**src/rtl/cme_pkg.sv**
```systemverilog
// shared widths, codes and control structs of the moments c/n0 estimator
`timescale 1ns / 1ps
`default_nettype none
package cme_pkg;

  localparam int SMP_W           = 12;
  localparam int MAX_SAMPLES_DEF = 1024;
  localparam int SAMPLE_BITS_DEF = 12;
  localparam int CNT_W           = 11;
  localparam int ABS_W           = SMP_W;
  localparam int P_W             = 2 * SMP_W;
  localparam int PP_W            = 2 * P_W;
  localparam int S1_W            = ABS_W + CNT_W;
  localparam int S2_W            = P_W + CNT_W;
  localparam int S4_W            = PP_W + CNT_W - 1;
  localparam int WIDE_W          = 88;
  localparam int MA_W            = 64;
  localparam int MB_W            = 44;
  localparam int D_W             = 68;
  localparam int RAD_W           = 84;
  localparam int ROOT_W          = RAD_W / 2;
  localparam int LOG_FRAC        = 24;
  localparam int LP_W            = 7;
  localparam int LOG_W           = LP_W + LOG_FRAC;
  localparam int MANT_W          = 32;
  localparam int LSUM_W          = LOG_W + 2;
  localparam int MAG_W           = 32;
  localparam int DB_W            = 18;
  localparam int PROD_W          = MAG_W + DB_W;
  localparam int COH_W           = 17;
  localparam int CN0_W           = 16;

  localparam logic [COH_W-1:0] COH_RST      = COH_W'(1000);
  localparam logic [DB_W-1:0]  DB_PER_OCT   = DB_W'(197283);
  localparam int               CN0_OFFSET   = 15360;
  localparam int               MOMENT_SHIFT = 16;

  typedef enum logic [2:0] {
    MS_S2SQ,
    MS_NS4,
    MS_NUM,
    MS_S1SQ,
    MS_NS2
  } mul_sel_e;

  typedef enum logic [1:0] {
    LS_NUM,
    LS_DEN,
    LS_TIME
  } log_sel_e;

  typedef struct packed {
    logic     load_in;
    logic     calc_pow;
    logic     acc_12;
    logic     acc_4;
    logic     mul_start;
    logic     mul_store;
    mul_sel_e mul_sel;
    logic     cmp;
    logic     sqrt_start;
    logic     sqrt_store;
    logic     chk;
    logic     log_start;
    logic     log_store;
    log_sel_e log_sel;
    logic     scale;
    logic     out_load;
  } cmd_t;

  typedef struct packed {
    logic win_end;
    logic mul_done;
    logic sqrt_done;
    logic log_done;
    logic cmp_fb;
    logic chk_bad;
    logic out_free;
  } sts_t;

endpackage
`default_nettype wire

```
**src/rtl/cme_ctrl.sv**
```systemverilog
// sequencer for sample accumulation and the end-of-window computation
`timescale 1ns / 1ps
`default_nettype none
module cme_ctrl (
  input  wire logic           clk_i,
  input  wire logic           rst_ni,
  input  wire logic           s_tvalid_i,
  output logic                s_tready_o,
  input  wire cme_pkg::sts_t  sts_i,
  output cme_pkg::cmd_t       cmd_o
);
  import cme_pkg::*;

  typedef enum logic [4:0] {
    ST_IDLE,
    ST_POW,
    ST_ACC,
    ST_ACC4,
    ST_END,
    ST_S2SQ_GO,
    ST_S2SQ_WT,
    ST_NS4_GO,
    ST_NS4_WT,
    ST_CMP,
    ST_SQRT_GO,
    ST_SQRT_WT,
    ST_NUM_GO,
    ST_NUM_WT,
    ST_S1SQ_GO,
    ST_S1SQ_WT,
    ST_NS2_GO,
    ST_NS2_WT,
    ST_CHK,
    ST_LN_GO,
    ST_LN_WT,
    ST_LD_GO,
    ST_LD_WT,
    ST_LT_GO,
    ST_LT_WT,
    ST_SCALE,
    ST_FIN
  } state_e;

  state_e state_q, state_d;
  cmd_t   cmd;
  logic   ready;

  always_ff @(posedge clk_i or negedge rst_ni) begin
    if (!rst_ni) begin
      state_q <= ST_IDLE;
    end else begin
      state_q <= state_d;
    end
  end

  always_comb begin
    cmd     = '0;
    ready   = 1'b0;
    state_d = state_q;
    case (state_q)
      ST_IDLE: begin
        ready = 1'b1;
        if (s_tvalid_i) begin
          cmd.load_in = 1'b1;
          state_d     = ST_POW;
        end
      end
      ST_POW: begin
        cmd.calc_pow = 1'b1;
        state_d      = ST_ACC;
      end
      ST_ACC: begin
        cmd.acc_12 = 1'b1;
        state_d    = ST_ACC4;
      end
      ST_ACC4: begin
        cmd.acc_4 = 1'b1;
        state_d   = ST_END;
      end
      ST_END: begin
        state_d = sts_i.win_end ? ST_S2SQ_GO : ST_IDLE;
      end
      ST_S2SQ_GO: begin
        cmd.mul_sel   = MS_S2SQ;
        cmd.mul_start = 1'b1;
        state_d       = ST_S2SQ_WT;
      end
      ST_S2SQ_WT: begin
        cmd.mul_sel = MS_S2SQ;
        if (sts_i.mul_done) begin
          cmd.mul_store = 1'b1;
          state_d       = ST_NS4_GO;
        end
      end
      ST_NS4_GO: begin
        cmd.mul_sel   = MS_NS4;
        cmd.mul_start = 1'b1;
        state_d       = ST_NS4_WT;
      end
      ST_NS4_WT: begin
        cmd.mul_sel = MS_NS4;
        if (sts_i.mul_done) begin
          cmd.mul_store = 1'b1;
          state_d       = ST_CMP;
        end
      end
      ST_CMP: begin
        cmd.cmp = 1'b1;
        state_d = sts_i.cmp_fb ? ST_S1SQ_GO : ST_SQRT_GO;
      end
      ST_SQRT_GO: begin
        cmd.sqrt_start = 1'b1;
        state_d        = ST_SQRT_WT;
      end
      ST_SQRT_WT: begin
        if (sts_i.sqrt_done) begin
          cmd.sqrt_store = 1'b1;
          state_d        = ST_NUM_GO;
        end
      end
      ST_NUM_GO: begin
        cmd.mul_sel   = MS_NUM;
        cmd.mul_start = 1'b1;
        state_d       = ST_NUM_WT;
      end
      ST_NUM_WT: begin
        cmd.mul_sel = MS_NUM;
        if (sts_i.mul_done) begin
          cmd.mul_store = 1'b1;
          state_d       = ST_CHK;
        end
      end
      ST_S1SQ_GO: begin
        cmd.mul_sel   = MS_S1SQ;
        cmd.mul_start = 1'b1;
        state_d       = ST_S1SQ_WT;
      end
      ST_S1SQ_WT: begin
        cmd.mul_sel = MS_S1SQ;
        if (sts_i.mul_done) begin
          cmd.mul_store = 1'b1;
          state_d       = ST_NS2_GO;
        end
      end
      ST_NS2_GO: begin
        cmd.mul_sel   = MS_NS2;
        cmd.mul_start = 1'b1;
        state_d       = ST_NS2_WT;
      end
      ST_NS2_WT: begin
        cmd.mul_sel = MS_NS2;
        if (sts_i.mul_done) begin
          cmd.mul_store = 1'b1;
          state_d       = ST_CHK;
        end
      end
      ST_CHK: begin
        cmd.chk = 1'b1;
        state_d = sts_i.chk_bad ? ST_FIN : ST_LN_GO;
      end
      ST_LN_GO: begin
        cmd.log_sel   = LS_NUM;
        cmd.log_start = 1'b1;
        state_d       = ST_LN_WT;
      end
      ST_LN_WT: begin
        cmd.log_sel = LS_NUM;
        if (sts_i.log_done) begin
          cmd.log_store = 1'b1;
          state_d       = ST_LD_GO;
        end
      end
      ST_LD_GO: begin
        cmd.log_sel   = LS_DEN;
        cmd.log_start = 1'b1;
        state_d       = ST_LD_WT;
      end
      ST_LD_WT: begin
        cmd.log_sel = LS_DEN;
        if (sts_i.log_done) begin
          cmd.log_store = 1'b1;
          state_d       = ST_LT_GO;
        end
      end
      ST_LT_GO: begin
        cmd.log_sel   = LS_TIME;
        cmd.log_start = 1'b1;
        state_d       = ST_LT_WT;
      end
      ST_LT_WT: begin
        cmd.log_sel = LS_TIME;
        if (sts_i.log_done) begin
          cmd.log_store = 1'b1;
          state_d       = ST_SCALE;
        end
      end
      ST_SCALE: begin
        cmd.scale = 1'b1;
        state_d   = ST_FIN;
      end
      ST_FIN: begin
        if (sts_i.out_free) begin
          cmd.out_load = 1'b1;
          state_d      = ST_IDLE;
        end
      end
      default: begin
        state_d = ST_IDLE;
      end
    endcase
  end

  assign cmd_o      = cmd;
  assign s_tready_o = ready;

endmodule
`default_nettype wire

```
**config.mk**
```make
export PLATFORM = sky130hd
export DESIGN_NAME = cme_ctrl
export DESIGN_NICKNAME = d
export VERILOG_FILES = /design/src/rtl/cme_pkg.sv /design/src/rtl/cme_ctrl.sv
export SDC_FILE = /design/constraint.sdc
export NUM_CORES = 1
export LEC_CHECK = 0
export ABC_CLOCK_PERIOD_IN_PS = 3800
export BUFFER_PORTS_ARGS = -buffer_cell sky130_fd_sc_hd__clkbuf_2
export CORE_MARGIN = 3
export CORE_UTILIZATION = 51
export CTS_CLUSTER_DIAMETER = 120
export DETAILED_ROUTE_END_ITERATION = 10
export GPL_ROUTABILITY_DRIVEN = 0
export PLACE_DENSITY_LB_ADDON = 0.3
export SYNTH_ARGS = -nofsm -noshare
export SYNTH_HDL_FRONTEND = slang
export SYNTH_SLANG_ARGS = --single-unit
```
**constraint.sdc**
```tcl
create_clock -name clk_i -period 3.8 [get_ports clk_i]
set_clock_uncertainty 0.15 [all_clocks]
set_input_delay 0.57 -clock clk_i [delete_from_list [all_inputs] [get_ports clk_i]]
set_output_delay 0.57 -clock clk_i [all_outputs]
set_load 0.01 [all_outputs]
```
## Yosys cells after proc, flatten, opt, wreduce, memory -nomap -nowiden

Cells that the tools add are included.

| storage, ports and cells | value |
|---|---|
| flip-flop bits (word level) | 5 |
| bits of input ports | 10 |
| output and inout bits | 20 |

| operators by class | value |
|---|---|
| eq/ne operators | 36 |
| multiplexer cells | 36 |
| reduce and logical (&&, ||, !) cells | 13 |

Operators by type and width:

| cell | count |
|---|---|
| $pmux 5 s26 | 1 |
| $eq 5x5->1 const B | 11 |
| $mux 5 | 10 |
| $eq 5x4->1 const B | 8 |
| $eq 5x3->1 const B | 4 |
| $mux 1 | 20 |
| $ne 2x2->1 const B | 9 |
| $reduce_or 2->1 | 7 |
| $pmux 3 s4 | 1 |
| $eq 5x2->1 const B | 2 |
| $reduce_and 10->1 | 1 |
| $reduce_or 5->1 | 2 |
| $mux 3 | 2 |
| $reduce_or 3->1 | 2 |
| $eq 5x1->1 const B | 1 |
| $logic_not 5->1 | 1 |
| $mux 4 | 1 |
| $pmux 2 s2 | 1 |
| $ne 2x1->1 const B | 1 |

## Longest topological paths before layout

Gate-level depths: netlist (run 1).

| logic depth | value |
|---|---|
| word-level depth | 4 |
| mapped depth | 7 |
| depth with buffers taken out | 5 |

## Worst setup path after synthesis (run 1)

No wires, ideal clock.

| timing | value |
|---|---|
| kind | register to output |
| from | reg state_q[1] |
| to | out cmd_o[4] (netlist bit) |
| data arrival time | 1.581 ns |
| slack | 1.499 ns |
| stages on the path, launching flop included | 4 |
| path buffers | 1 |
| path through | dfrtp_1 -> buf_6 -> or3b_4 -> a2111oi_0 |

RTL lines:

| item | line | source |
|---|---|---|
| start, declared | cme_ctrl.sv:44 | `state_e state_q, state_d;` |
| start signal, assigned | cme_ctrl.sv:52 | `state_q <= state_d;` |
| end, declared | cme_ctrl.sv:10 | `output cme_pkg::cmd_t cmd_o` |

==> flow_summary.ini, run 1 <==
[synthesis]
synth_fp_nets = 109
syn_area_um2 = 741
synth.area.top_cells = dfrtp_1 17%, nor2_1 5.1%, buf_6 4.6%
synth-warning-count = 0
synth_top_flop_cell = dfrtp_1
async_flop_share_pct = 100
ys_ff_latch = 5
synth-edff-count = 0
netlist_instances = 99
yosysSeqAreaShare_pct = 16.9
synth_area_leader_cell = dfrtp_1
netlist-cell-type-count = 43
syn_area_per_cell_um2 = 7.48
netlist.area_leader.share_pct = 16.9

[global_routing]
grt_pass1_vias = 740
grt_max_degree = 21
met1_usage_pct = 29.1
grt_antenna_before_repair = 0
grt_pass1_wl_um = 3300
grt.met2_usage_pct = 34.9
overflow = 0
grt_usage_pct = 22.1
use_met3_pct = 5.28
busiest_layer = met2

[drt]
avgViaCountPerCell = 6.20
drc = 0
ant_nets = 0
wire_per_inst_um = 14.1
dr_total_vias = 850
routed_wl_um = 1940
firstDrtPassIters = 4
drt_iter0_markers = 39

[floorplan]
die_h_um = 44.1
rows = 13
die_w_um = 44.1
core_area_um2 = 1330
ios = 30
die_area_um2 = 1950
start_util_pct = 55.5

[timing]
relSlewSlack_pct = 56.8
hold_viol = 0
maxSlewViolCount = 0
setup_violations = 0
worstMarginPinSlew_ps = 648
tns_ps = 0
rsz0062_at_grt = false
min_period_ps = 2810
fin_ws_ps = 985
fmax_mhz = 355
fin_crit_sh_pct = 74.1
whs_ps = 518

[place]
portBuffers = 29
place_area_um2 = 832
hpwl_um = 1440
place_ws_ps = 1280

[power]
leakage_nw = 0.399
switching_power_mw = 0.422
clkPwrFrac_pct = 8.3
ir_drop_uv = 381
pwr_density_cell_nw_per_um2 = 874
pwr-share-comb_pct = 62.9
p_int_mw = 0.337
power_frac_seq_pct = 28.8
swShare_pct = 55.7

[setup_path]
required_ps = 3080
critPathCaptureType = output port
path_class = reg2out
critPathLaunchType = register
crit_fanout = 20
cp.arrival_ps = 2090

[clocking]
cts_tree = done
clk_latency_ps = 250
cts_resized = 0
cts.sinks = 5
clock_path_buffers = 2
root_buffer = clkbuf_4
cts_made_buffers = 3
htreeDepth = 1
path_clk_slew_ps = 50

[cells_and_area]
synthToLayoutAreaGrowth_pct = 17.2
regMostFlops = state_q
drive_gt1_share_pct = 34.4
layout.nets = 133
diodes = 0
largest_reg_flops = 5
reg.largest.list = state_q: 5 flops
design_area_um2 = 868

[run]
cap_violations = 0

[hold_path]
hold_class = in2reg

[outcome]
status = finished clean
-- final timing paths --
path                                  from         end  slack, ps  cells past startpoint
worst max-delay path            state_q[3]    cmd_o[4]        990                      3
max in group asynchronous           rst_ni  state_q[2]       2830                      2
worst max register to register  state_q[4]  state_q[3]       1420                      5
worst min register to register  state_q[2]  state_q[2]        760                      1
worst min-delay path              sts_i[5]  state_q[4]        520                      3
min in group asynchronous           rst_ni  state_q[1]        530                      2
-- metrics by stage --
step	power, mW	util (%)	instances
floorplan	0.613	-	99
global placement	0.676	62.4	132
detailed placement	0.693	62.4	132
CTS	0.758	65.1	137
global route	0.830	65.1	137
finish	0.759	65.1	137
-- power groups by stage --
stage	Combinational, mW	Clock (mW)	Sequential (mW)
after global routing	0.531	0.0684	0.230
after floorplan	0.520	0	0.0934
after CTS	0.480	0.0651	0.213
final	0.478	0.0630	0.218
after global placement	0.468	0	0.208
after detailed placement	0.479	0	0.214
-- layout make-up --
type	count	area (um2)
inverters	8	30.0
repair buffers	30	155
flip-flops and latches	5	125
clock buffers	4	26.3
multi-input cells	75	513
well taps	15	18.8
fillers	135	465
-- synthesized netlist by cell type (2+ instances only) --
cell type  number
nor2_1         10
buf_6           3
nor4_1          3
mux2_1          3
nand3_1         3
nor3_1          6
nand2b_1        3
buf_4           2
nand2_1         7
clkbuf_1        5
dfrtp_1         5
inv_1           7
nand4_1         2
o211ai_1        2
a211o_1         2
o41ai_1         2
o21ai_0         4
a21oi_1         5
-- cells in the final DEF (no fill, tap or decap), types with 2 or more instances in the layout --
master / instances
nor4_1: 3
nor2_1: 10
a21oi_1: 5
a211o_1: 2
nand3_1: 3
clkbuf_4: 3
o211ai_1: 2
nand2b_1: 3
nor3_1: 6
dfrtp_1: 5
nand4_1: 2
o41ai_1: 2
clkbuf_2: 29
inv_1: 7
o21ai_0: 4
nand2_1: 7
mux2_1: 3
-- repair_timing --
action                    4_1_cts  5_1_grt
buffers inserted                0        0
hold endpoints to repair        5        0
hold buffers                    1        0
-- worst max-delay path, stage by stage (launching register included) --
cell and delay (ps):
dfrtp_1 700, or3b_4 490, a2111oi_0 450, clkbuf_2 210
-- kinds of logic after synthesis --
kind of cell	count (synthesis)	share of synthesized area (%)
flip-flops	5	16.9
buffers and inverters	19	13.9
AO/OA/AOI/OAI	28	31.8
multiplexers	3	4.56
AND/OR/NAND/NOR	44	32.9
-- metal layers --
metal / up-vias / wire length, um
met5: - / 0
met4: 0 / 12
met3: 2 / 130
met2: 37 / 947
met1: 393 / 845
li1: 418 / -
Note: power is estimated with default switching activity, not from simulation.
==> inputs of run 2 (changes only) <==
--- a/config.mk
+++ b/config.mk
@@ -5,10 +5,10 @@
 export SDC_FILE = /design/constraint.sdc
 export NUM_CORES = 1
 export LEC_CHECK = 0
-export ABC_CLOCK_PERIOD_IN_PS = 3800
+export ABC_CLOCK_PERIOD_IN_PS = 2800
 export BUFFER_PORTS_ARGS = -buffer_cell sky130_fd_sc_hd__clkbuf_2
 export CORE_MARGIN = 3
-export CORE_UTILIZATION = 51
+export CORE_UTILIZATION = 47
 export CTS_CLUSTER_DIAMETER = 120
 export DETAILED_ROUTE_END_ITERATION = 10
 export GPL_ROUTABILITY_DRIVEN = 0
==> constraint.sdc (replaced) <==
create_clock -name clk_i -period 2.8 [get_ports clk_i]
set_clock_uncertainty 0.15 [all_clocks]
set_input_delay 0.42 -clock clk_i [delete_from_list [all_inputs] [get_ports clk_i]]
set_output_delay 0.42 -clock clk_i [all_outputs]
set_load 0.01 [all_outputs]
==> flow_summary.ini, run 2 (synthesis results as in run 1) <==
[outcome]
status = finished clean

[setup_path]
crit_fanout = 20
path_class = reg2out
critPathCaptureType = output port
crit_chain = or3b_4 > a2111oi_0 > clkbuf_2
max_stage_delay_ps = 680
cp.arrival_ps = 2030
required_ps = 2230
cp_slowest_cell = dfrtp_1
critPathLaunchType = register

[floorplan]
core_area_um2 = 1380
die_area_um2 = 2090
start_util_pct = 53.6
die_w_um = 45.7
die_h_um = 45.7
rows = 13
ios = 30

[cells_and_area]
reg.largest.list = state_q: 5 flops
synthToLayoutAreaGrowth_pct = 20.3
regMostFlops = state_q
diodes = 0
design_area_um2 = 891
largest_reg_flops = 5
fin_cells = 140
final_cell_mix = 29 x clkbuf_2, 10 x nor2_1, 7 x inv_1, 7 x nand2_1, 6 x nor3_1
fill_cells = 132
drive_gt1_share_pct = 36.0
layout.nets = 136
layout_commonest_cell = clkbuf_2

[clocking]
root_buffer = clkbuf_4
cts_resized = 0
cts_tree = done
clk_latency_ps = 240
htreeDepth = 1
clock_path_buffers = 2
path_clk_slew_ps = 50
cts.sinks = 5
cts_made_buffers = 3

[timing]
rsz0062_at_grt = false
tns_ps = 0
fin_crit_sh_pct = 92.8
relSlewSlack_pct = 61.6
maxSlewViolCount = 0
whs_ps = 371
worstMarginPinSlew_ps = 577
min_period_ps = 2600
setup_violations = 0
hold_viol = 0
fmax_mhz = 385

[global_routing]
grt_pass1_wl_um = 3390
grt_usage_pct = 22.0
grt_max_degree = 21
overflow = 0
grt_pass1_vias = 767
grt_antenna_before_repair = 0

[place]
place_area_um2 = 855
dp_cells = 135
hpwl_um = 1620
portBuffers = 29

[drt]
dr_wl_met2_um = 1080
routed_wl_um = 2160
wl_met1_um = 912
wire_per_inst_um = 15.4
avgViaCountPerCell = 6.19
firstDrtPassIters = 4
top_layer = met4
drt_iter0_markers = 31
ant_nets = 0
dr_total_vias = 867
drc = 0
dr_wl_met3_um = 134

[power]
power_frac_seq_pct = 21.1
ir_drop_uv = 503
p_int_mw = 0.485
pwr_density_cell_nw_per_um2 = 1210
leakage_nw = 0.414
power_mw = 1.08
switching_power_mw = 0.597
swShare_pct = 55.2
clkPwrFrac_pct = 7.7
pwr-share-comb_pct = 71.2

[hold_path]
hold_class = in2async

[run]
cap_violations = 0
[run 2: cell types whose count changed in the layout (fill, tap and decap cells not counted), sizes merged]
cell	previous run	this run
buf	0	3
[run 2: stage by stage]
stage | utilization [%] | setup WS, ps
final | 64.4 | 201
after global routing | 64.4 | 50.7
after CTS | 64.4 | 229
after detailed placement | 61.8 | 476
after global placement | 61.8 | 569
after floorplan | - | 649
[run 2: timing repair]
action / in CTS / in global routing
setup buffers: 0 / 0
setup endpoints to repair: 0 / 0
endpoints found under the hold margin: 5 / 0
hold buffers: 1 / 0
[run 2: layout make-up]
cell class	count	area, um2	share of cell area, %
Inverter	8	30.0	3.37
Multi-Input combinational cell	75	513	57.6
Tap cell	15	18.8	2.11
Sequential cell	5	125	14.0
Clock buffer	4	26.3	2.95
Timing Repair Buffer	33	178	19.9
[run 2: path summary, 6_finish.rpt]
| path | from | endpoint | slack, ps | cells after the start |
|---|---|---|---|---|
| max | state_q[3] | cmd_o[4] | 200 | 3 |
| min | rst_ni | state_q[4] | 370 | 2 |
| max reg2reg | state_q[3] | state_q[2] | 450 | 5 |
| min reg2reg | state_q[4] | state_q[4] | 590 | 1 |
| max in group asynchronous | rst_ni | state_q[0] | 1990 | 2 |
| min in group clk_i | sts_i[5] | state_q[4] | 390 | 3 |
[run 2: worst max-delay path: cells and delay by family (launching register included)]
kind,cells,cell delay [ps]
buf+inv,1,210
compound gates,1,420
flops,1,680
simple gates,1,490
[run 2: metal layers]
| metal | vias up | global-route usage [%] |
|---|---|---|
| met4 | 0 | 3.41 |
| met3 | 4 | 4.74 |
| met5 | - | 0 |
| met2 | 37 | 36.8 |
| li1 | 423 | - |
| met1 | 403 | 29.3 |
[run 2: power by group through the flow]
stage | Combinational [mW] | Sequential (mW) | Clock [mW]
after global placement | 0.743 | 0.217 | 0
after CTS | 0.768 | 0.220 | 0.0863
after detailed placement | 0.762 | 0.222 | 0
after floorplan | 0.706 | 0.127 | 0
final | 0.770 | 0.228 | 0.0831
after global routing | 0.843 | 0.232 | 0.0896
==> inputs of run 3 (changes only) <==
--- a/config.mk
+++ b/config.mk
@@ -5,10 +5,10 @@
 export SDC_FILE = /design/constraint.sdc
 export NUM_CORES = 1
 export LEC_CHECK = 0
-export ABC_CLOCK_PERIOD_IN_PS = 2800
+export ABC_CLOCK_PERIOD_IN_PS = 3000
 export BUFFER_PORTS_ARGS = -buffer_cell sky130_fd_sc_hd__clkbuf_2
 export CORE_MARGIN = 3
-export CORE_UTILIZATION = 47
+export CORE_UTILIZATION = 51
 export CTS_CLUSTER_DIAMETER = 120
 export DETAILED_ROUTE_END_ITERATION = 10
 export GPL_ROUTABILITY_DRIVEN = 0
==> constraint.sdc (replaced) <==
create_clock -name clk_i -period 3 [get_ports clk_i]
set_clock_uncertainty 0.15 [all_clocks]
set_input_delay 0.45 -clock clk_i [delete_from_list [all_inputs] [get_ports clk_i]]
set_output_delay 0.45 -clock clk_i [all_outputs]
set_load 0.01 [all_outputs]
==> flow_summary.ini, run 3 (synthesis results as in run 1) <==
[floorplan]
ios = 30
die_w_um = 44.1
die_area_um2 = 1950
rows = 13
core_area_um2 = 1330
die_h_um = 44.1
start_util_pct = 55.5

[drt]
wire_per_inst_um = 14.8
dr_total_vias = 884
drt_iter0_markers = 41
firstDrtPassIters = 4
routed_wl_um = 2050
ant_nets = 0
avgViaCountPerCell = 6.36
drc = 0

[setup_path]
critPathCaptureType = output port
critPathLaunchType = register
reg2reg_depth = 5
crit-reg2reg-launch = state_q[2]
required_ps = 2400
cp.arrival_ps = 2090
r2r_end = state_q[0]
path_class = reg2out
crit_fanout = 20
regToRegSetupSlack_ps = 660

[power]
swShare_pct = 55.2
clkPwrFrac_pct = 7.9
pwr_density_cell_nw_per_um2 = 1120
leakage_nw = 0.409
p_int_mw = 0.444
switching_power_mw = 0.547
pwr-share-comb_pct = 69.6
ir_drop_uv = 554
power_mw = 0.991
power_frac_seq_pct = 22.5

[outcome]
status = finished clean

[global_routing]
grt_antenna_before_repair = 0
grt_pass1_vias = 755
grt_max_degree = 21
grt_usage_pct = 22.7
grt_pass1_wl_um = 3400
overflow = 0

[clocking]
ctsHoldBuffers = 1
cts_made_buffers = 3
root_buffer = clkbuf_4
clock_path_buffers = 2
cts_resized = 0
cts_tree = done
clk_latency_ps = 240
path_clk_slew_ps = 50
cts.sinks = 5
post-cts-setup-buffers = 0
htreeDepth = 1

[cells_and_area]
synthToLayoutAreaGrowth_pct = 19.3
diodes = 0
fin_util_pct = 66.2
layout_commonest_cell = clkbuf_2
largest_reg_flops = 5
reg.largest.list = state_q: 5 flops
final_cell_mix = 29 x clkbuf_2, 10 x nor2_1, 7 x inv_1, 7 x nand2_1, 6 x nor3_1
regMostFlops = state_q
layout.nets = 135
drive_gt1_share_pct = 35.5

[timing]
setup_violations = 0
tns_ps = 0
relSlewSlack_pct = 63.4
rsz0062_at_grt = false
fmax_mhz = 372
min_period_ps = 2690
fin_crit_sh_pct = 89.7
maxSlewViolCount = 0
whs_ps = 417
worstMarginPinSlew_ps = 548
hold_viol = 0

[place]
portBuffers = 29
hpwl_um = 1530

[run]
cap_violations = 0

[hold_path]
hold_class = in2async
-- run 3: cell count changes in the layout (fill, tap and decap cells not counted) --
cell   change
buf_4      -1
-- run 3: per-layer routing --
layer / track usage, % / routed length (um)
met1: 31.2 / 813
met2: 36.6 / 1090
met3: 2.85 / 154
met4: 7.23 / 0
met5: 0 / 0
-- run 3: power groups by stage --
stage,clock (mW),sequential (mW),combinational (mW)
after floorplan,0,0.118,0.659
after global placement,0,0.212,0.669
after detailed placement,0,0.221,0.681
after CTS,0.0810,0.219,0.685
after global routing,0.0862,0.233,0.759
final,0.0783,0.223,0.690
-- run 3: stage by stage --
stage | setup WS (ps) | cell area, um2 | std cells
final | 309 | 883 | 139
after global routing | 164 | 883 | 139
after CTS | 291 | 883 | 139
after detailed placement | 548 | 847 | 134
after global placement | 717 | 847 | 134
after floorplan | 819 | 741 | 99
-- run 3: critical path, stage by stage (launching register included) --
cell	delay, ps
dfrtp_1	680
or3b_4	490
a2111oi_0	460
clkbuf_2	220
-- run 3: area by class of cell --
cell class / instances / area [um2]
tap: 15 / 18.8
inverter: 8 / 30.0
multi-input combinational: 75 / 513
sequential: 5 / 125
clock buffer: 4 / 26.3
fill: 120 / 450
timing repair buffer: 32 / 170
-- run 3: how the worst max path moves through the flow --
stage	startpoint	endpoint	slack, ps	depth (start not counted)
2_1_floorplan	state_q[1]	cmd_o[4]	820	3
3_3_place_gp	state_q[4]	state_q[2]	720	6
3_5_place_dp	state_q[3]	cmd_o[4]	550	3
4_1_cts	state_q[3]	cmd_o[4]	290	3
5_1_grt	state_q[3]	cmd_o[4]	160	3
6_report	state_q[3]	cmd_o[4]	310	3
